**src/rtl/core/tsdr_pkg.sv**
```systemverilog
// Package for the text screen diff refresher: payload structs, operation and
// character codes, controller/datapath interface structs and the escape builder.
// No dependencies.
`default_nettype none

package tsdr_pkg;

   // Grid geometry.
   localparam int MAX_COLUMNS = 128;
   localparam int MAX_LINES   = 64;
   localparam int COL_W       = 7;
   localparam int ROW_W       = 6;
   localparam int ADDR_W      = COL_W + ROW_W;

   // Operation codes.
   localparam logic [2:0] OP_PUT_CHAR     = 3'd0;
   localparam logic [2:0] OP_MOVE         = 3'd1;
   localparam logic [2:0] OP_CLEAR        = 3'd2;
   localparam logic [2:0] OP_CLEAR_BOTTOM = 3'd3;
   localparam logic [2:0] OP_REFRESH      = 3'd4;

   // Configuration register indexes.
   localparam logic [1:0] CSR_COLUMNS = 2'd0;
   localparam logic [1:0] CSR_LINES   = 2'd1;

   // Character codes.
   localparam logic [7:0] CHAR_TAB     = 8'd9;
   localparam logic [7:0] CHAR_NEWLINE = 8'd10;
   localparam logic [7:0] CHAR_ESC     = 8'h1b;
   localparam logic [7:0] CHAR_BRACKET = 8'h5b;
   localparam logic [7:0] CHAR_SEMI    = 8'h3b;
   localparam logic [7:0] CHAR_H       = 8'h48;
   localparam logic [7:0] CHAR_ZERO    = 8'h30;
   localparam logic [7:0] CHAR_SPACE   = 8'h20;
   localparam logic [3:0] TAB_STOP     = 4'd8;

   // Longest byte sequence that the message builder can pack.
   localparam int MSG_BYTES = 11;
   localparam int MSG_IDX_W = 4;

   typedef struct packed {
      logic [2:0] operation;
      logic [7:0] char_code;
      logic [5:0] target_row;
      logic [6:0] target_column;
   } req_type;

   typedef struct packed {
      logic [7:0] out_byte;
      logic       last_of_item;
      logic       refresh_done;
   } rsp_type;

   // Strobes from the controller, one per active state.
   typedef struct packed {
      logic latch;
      logic exec;
      logic fill;
      logic eval;
      logic init;
      logic send;
   } cmd_type;

   // Conditions reported back by the datapath.
   typedef struct packed {
      logic [2:0] op;
      logic       closing;
      logic       diff;
      logic       fill_last;
      logic       init_last;
      logic       send_last;
   } status_type;

   typedef struct packed {
      logic [MSG_BYTES-1:0][7:0] bytes;
      logic [MSG_IDX_W-1:0]      count;
   } msg_type;

   typedef struct packed {
      logic       ge100;
      logic       ge10;
      logic [3:0] hundreds;
      logic [3:0] tens;
      logic [3:0] units;
   } dec_type;

   // Decimal digits of an 8-bit value; tens come from a reciprocal multiply.
   function automatic dec_type dec_digits(input logic [7:0] v);
      dec_type     d;
      logic [7:0]  r;
      logic [14:0] p;
      logic [7:0]  t10;
      if (v >= 8'd200) begin
         d.hundreds = 4'd2;
         r = v - 8'd200;
      end else if (v >= 8'd100) begin
         d.hundreds = 4'd1;
         r = v - 8'd100;
      end else begin
         d.hundreds = 4'd0;
         r = v;
      end
      p = {7'd0, r} * 15'd205;
      d.tens = p[14:11];
      t10 = {4'd0, d.tens} * 8'd10;
      d.units = 4'(r - t10);
      d.ge100 = (v >= 8'd100);
      d.ge10 = (v >= 8'd10);
      return d;
   endfunction

   // Packs an optional cursor escape and an optional data byte, in order.
   function automatic msg_type build_msg(input logic has_esc, input logic [7:0] row_v,
                                         input logic [7:0] col_v, input logic has_data,
                                         input logic [7:0] data_byte);
      msg_type                   m;
      dec_type                   rd;
      dec_type                   cd;
      logic [MSG_BYTES-1:0][7:0] cand;
      logic [MSG_BYTES-1:0]      en;
      rd = dec_digits(row_v);
      cd = dec_digits(col_v);
      cand[0]  = CHAR_ESC;                        en[0]  = has_esc;
      cand[1]  = CHAR_BRACKET;                    en[1]  = has_esc;
      cand[2]  = CHAR_ZERO + {4'd0, rd.hundreds}; en[2]  = has_esc & rd.ge100;
      cand[3]  = CHAR_ZERO + {4'd0, rd.tens};     en[3]  = has_esc & rd.ge10;
      cand[4]  = CHAR_ZERO + {4'd0, rd.units};    en[4]  = has_esc;
      cand[5]  = CHAR_SEMI;                       en[5]  = has_esc;
      cand[6]  = CHAR_ZERO + {4'd0, cd.hundreds}; en[6]  = has_esc & cd.ge100;
      cand[7]  = CHAR_ZERO + {4'd0, cd.tens};     en[7]  = has_esc & cd.ge10;
      cand[8]  = CHAR_ZERO + {4'd0, cd.units};    en[8]  = has_esc;
      cand[9]  = CHAR_H;                          en[9]  = has_esc;
      cand[10] = data_byte;                       en[10] = has_data;
      m.bytes = '0;
      m.count = '0;
      for (int i = 0; i < MSG_BYTES; i++) begin
         if (en[i]) begin
            m.bytes[m.count] = cand[i];
            m.count = m.count + 4'd1;
         end
      end
      return m;
   endfunction

endpackage

`default_nettype wire

```
**src/rtl/core/tsdr_ctrl.sv**
```systemverilog
// Controller state machine of the text screen diff refresher.
// Depends on tsdr_pkg for the command and status structs and operation codes.
`default_nettype none

module tsdr_ctrl (
   input  wire logic                 clock,
   input  wire logic                 reset,
   input  wire logic                 req_valid,
   output logic                      req_stall,
   input  wire tsdr_pkg::status_type status,
   output tsdr_pkg::cmd_type         cmd
);

   localparam logic [2:0] ST_INIT = 3'd0;
   localparam logic [2:0] ST_IDLE = 3'd1;
   localparam logic [2:0] ST_EXEC = 3'd2;
   localparam logic [2:0] ST_FILL = 3'd3;
   localparam logic [2:0] ST_READ = 3'd4;
   localparam logic [2:0] ST_EVAL = 3'd5;
   localparam logic [2:0] ST_SEND = 3'd6;

   logic [2:0] state_ff;
   logic [2:0] state_in;

   // Only the idle state takes a transaction.
   assign req_stall = (state_ff != ST_IDLE);

   // One strobe per active state.
   always_comb begin
      cmd.latch = (state_ff == ST_IDLE) && req_valid;
      cmd.exec  = (state_ff == ST_EXEC);
      cmd.fill  = (state_ff == ST_FILL);
      cmd.eval  = (state_ff == ST_EVAL);
      cmd.init  = (state_ff == ST_INIT);
      cmd.send  = (state_ff == ST_SEND);
   end

   // Next-state logic.
   always_comb begin
      state_in = state_ff;
      case (state_ff)
         ST_INIT: begin
            if (status.init_last) state_in = ST_IDLE;
         end
         ST_IDLE: begin
            if (req_valid) state_in = ST_EXEC;
         end
         ST_EXEC: begin
            case (status.op)
               tsdr_pkg::OP_PUT_CHAR,
               tsdr_pkg::OP_CLEAR,
               tsdr_pkg::OP_CLEAR_BOTTOM: state_in = ST_FILL;
               tsdr_pkg::OP_REFRESH:      state_in = status.closing ? ST_SEND : ST_READ;
               default:                   state_in = ST_IDLE;
            endcase
         end
         ST_FILL: begin
            if (status.fill_last) state_in = ST_IDLE;
         end
         ST_READ: begin
            state_in = ST_EVAL;
         end
         ST_EVAL: begin
            state_in = status.diff ? ST_SEND : ST_IDLE;
         end
         ST_SEND: begin
            if (status.send_last) state_in = ST_IDLE;
         end
         default: begin
            state_in = ST_IDLE;
         end
      endcase
   end

   always_ff @(posedge clock) begin
      if (reset) begin
         state_ff <= ST_INIT;
      end else begin
         state_ff <= state_in;
      end
   end

endmodule

`default_nettype wire

```
**config.mk**
```make
export PLATFORM = sky130hd
export DESIGN_NAME = tsdr_ctrl
export DESIGN_NICKNAME = d
export VERILOG_FILES = /design/src/rtl/core/tsdr_pkg.sv /design/src/rtl/core/tsdr_ctrl.sv
export SDC_FILE = /design/constraint.sdc
export NUM_CORES = 1
export LEC_CHECK = 0
export BUFFER_PORTS_ARGS = -buffer_cell sky130_fd_sc_hd__buf_2
export CORE_AREA = 2 2 39 41
export CTS_CLUSTER_SIZE = 8
export DETAILED_ROUTE_END_ITERATION = 10
export DIE_AREA = 0 0 41 43
export SETUP_SLACK_MARGIN = 0.2
export SYNTH_ARGS = -nofsm -noshare
export SYNTH_HDL_FRONTEND = slang
export SYNTH_SLANG_ARGS = --single-unit
```
**constraint.sdc**
```tcl
create_clock -name clock -period 1.1 [get_ports clock]
set_input_delay 0.165 -clock clock [delete_from_list [all_inputs] [get_ports clock]]
set_output_delay 0.165 -clock clock [all_outputs]
set_load 0.02 [all_outputs]
```
==> impl_metrics.py <==
metrics = {
    "cells_and_area": {
        "drive_above_1_share_pct": 78.6,
        "antenna_cells": 0,
        "final_common_cell": "buf_6",
        "final_cell_mix": "buf_6 (13), buf_2 (12), buf_4 (7)",
        "regMostFlops": "state_ff",
        "design_area_um2": 692,
        "final_nets": 82,
        "top_regs": "state_ff: 3 flops",
        "area_delta_synth_final_pct": 141,
        "largest_reg_flops": 3,
        "fillers": 129,
    },
    "grt": {
        "antenna_found_initial": 0,
        "grt_pass1_vias": 421,
        "grt_usage_pct": 14.3,
        "overflow": 0,
        "grt_pass1_wl_um": 1660,
        "grt_max_degree": 8,
    },
    "clocking": {
        "cts_sinks": 3,
        "hold_buffers": 0,
        "numCtsBuffers": 3,
        "ctsLongestPathBuffers": 2,
        "clock-root-buffer": "clkbuf_4",
        "clkTransAtPathRegs_ps": 40,
        "cts_max_level": 1,
        "clk-insertion-delay-late_ps": 240,
        "cts_tree": "done",
    },
    "sta": {
        "finalClockSkew_ps": 5.19,
        "finalSetupTns_ps": -1080,
        "maxSlewHeadroom_pct": 75.8,
        "fin_ws_ps": -161,
        "final_max_slew_viol_count": 0,
        "setup_viol": 9,
        "fin_crit_ps": 1260,
        "hold_viol_final": 0,
        "rsz0062_at_grt": "yes",
        "fmax_mhz": 793,
        "tightest_slew_ps": 363,
        "layout_worst_path_cycle_share_pct": 115,
    },
    "setup_path": {
        "timing.rr.end": "state_ff[0]",
        "crit_fanout": 5,
        "crit_chain": "nor2_2 > and3_4 > buf_2",
        "worstSetupStartpoint": "state_ff[1]",
        "worstSetupPathType": "reg -> out",
        "r2r_slack_ps": -150,
        "cp.depth": 3,
        "cp_slowest_cell": "dfxtp_4",
        "crit_family": "flip-flops",
        "crit_path_start_kind": "flip-flop",
        "worstSetupEndpointType": "primary output",
        "critPathMaxStageDelay_ps": 370,
        "worst-r2r-cell-count": 4,
        "required_ps": 940,
        "critPathArrivalTime_ps": 1100,
        "endpoint": "cmd[5]",
        "cp_num_buf_inv": 1,
        "reg2reg_from": "state_ff[0]",
    },
    "synthesis": {
        "synth_nets": 47,
        "ys_seq_area_share_pct": 21.0,
        "async_flop_share_pct": 0,
        "yosysUniqueCellTypes": 21,
        "yosys.area.top_type": "dfxtp_1",
        "yosysTopAreaCellShare_pct": 21.0,
        "synth_ff_type": "dfxtp_1",
        "synth_top_cells_by_area": "dfxtp_1 (21%), nor3b_1 (7.9%), o21ai_0 (7.0%)",
        "syn_inst": 36,
        "synth_area_um2": 287,
        "synth_edf_count": 0,
        "yosys_warnings": 0,
        "avgSynthCellArea_um2": 7.96,
        "synth.ff_latch_count": 3,
    },
    "place": {
        "dpl_cell_area_um2": 442,
        "pre_cts_slack_ps": -145,
        "portBuffers": 17,
        "gp_congestion": 0.853,
        "dp_hpwl_um": 672,
    },
    "min_path": {
        "hp-class": "in -> reg",
    },
    "floorplanning": {
        "rows": 14,
        "io-pin-count": 18,
        "fp.dieW_um": 41,
        "die_area_um2": 1760,
        "start_util_pct": 20.7,
        "core_area_um2": 1380,
        "die_h_um": 43,
    },
    "job": {
        "cap_violations": 0,
    },
    "detailed_routing": {
        "routed_wirelength_um": 1170,
        "antenna_violating_nets_post_route": 0,
        "drt_iter0_drc": 2,
        "wl_per_cell_um": 13.6,
        "route.detailed.drc": 0,
        "dr.pass1.iters": 3,
        "num_vias": 417,
        "avgViaCountPerCell": 4.85,
    },
    "outcome": {
        "violations": "setup timing",
        "status": "complete, but fails checks",
    },
    "power": {
        "ir_worst_vdd_v": 0.000761,
        "powerDensity_nw_per_um2": 1730,
        "p_leak_nw": 0.279,
    },
}
## metal layers
layer	up-vias	GRT usage (%)	part of all wire, %
li1	202	-	-
met1	199	14.1	36
met2	14	25.0	59
met3	2	1.57	3.3
met4	0	10.0	1.5
met5	-	0	0
## power by group
part,switching [mW],internal [mW],total [mW],leakage [nW]
Combinational,0.355,0.437,0.792,0.237
Sequential,0.0548,0.147,0.202,0.0267
Clock,0.0673,0.137,0.204,0.0150
Total,0.477,0.721,1.20,0.279
## cells in the mapped netlist (2+ instances only)
cell	instances
nor3_1	2
buf_4	2
nor3b_1	3
inv_1	3
dfxtp_1	3
and3_1	3
nand2_1	3
o21ai_0	4
## per-stage QoR
| stage | utilization, % | hold slack [ps] | total power, mW | cells |
|---|---|---|---|---|
| floorplan | - | 227 | 0.475 | 36 |
| global placement | 31.9 | 355 | 0.633 | 74 |
| detailed placement | 31.9 | 351 | 0.641 | 74 |
| CTS | 41.0 | 130 | 0.972 | 82 |
| global route | 50.0 | 158 | 1.27 | 86 |
| finish | 50.0 | 152 | 1.20 | 86 |
## cell families (layout without fill, tap and decap cells)
logic type / count (synthesis) / after routing / synth area share, %
buf+inv: 5 / 39 / 9.17
simple gates: 17 / 17 / 41.5
compound gates: 11 / 11 / 28.4
flops: 3 / 3 / 21.0
## cell type report
class,instances,area [um^2],area share (%)
Clock buffer,4,26.3,3.80
Inverter,3,16.3,2.35
Multi-Input combinational cell,28,299,43.2
Sequential cell,3,71.3,10.3
Tap cell,16,20.0,2.89
Timing Repair Buffer,32,259,37.4
## timing repair
item | 4_1_cts | 5_1_grt
setup endpoints to repair | 10 | 10
pin swaps | 4 | 9
setup buffers | 4 | 4
gates resized for setup | 20 | 25
## worst min-delay path by stage
stage	slack (ps)	to	startpoint	cells past startpoint
2_1_floorplan	230	state_ff[0]	reset	1
3_3_place_gp	350	state_ff[0]	reset	2
3_5_place_dp	350	state_ff[0]	reset	2
4_1_cts	130	state_ff[0]	reset	2
5_1_grt	160	state_ff[0]	reset	2
6_report	150	state_ff[0]	reset	2
(Power assumes the default switching activity.)
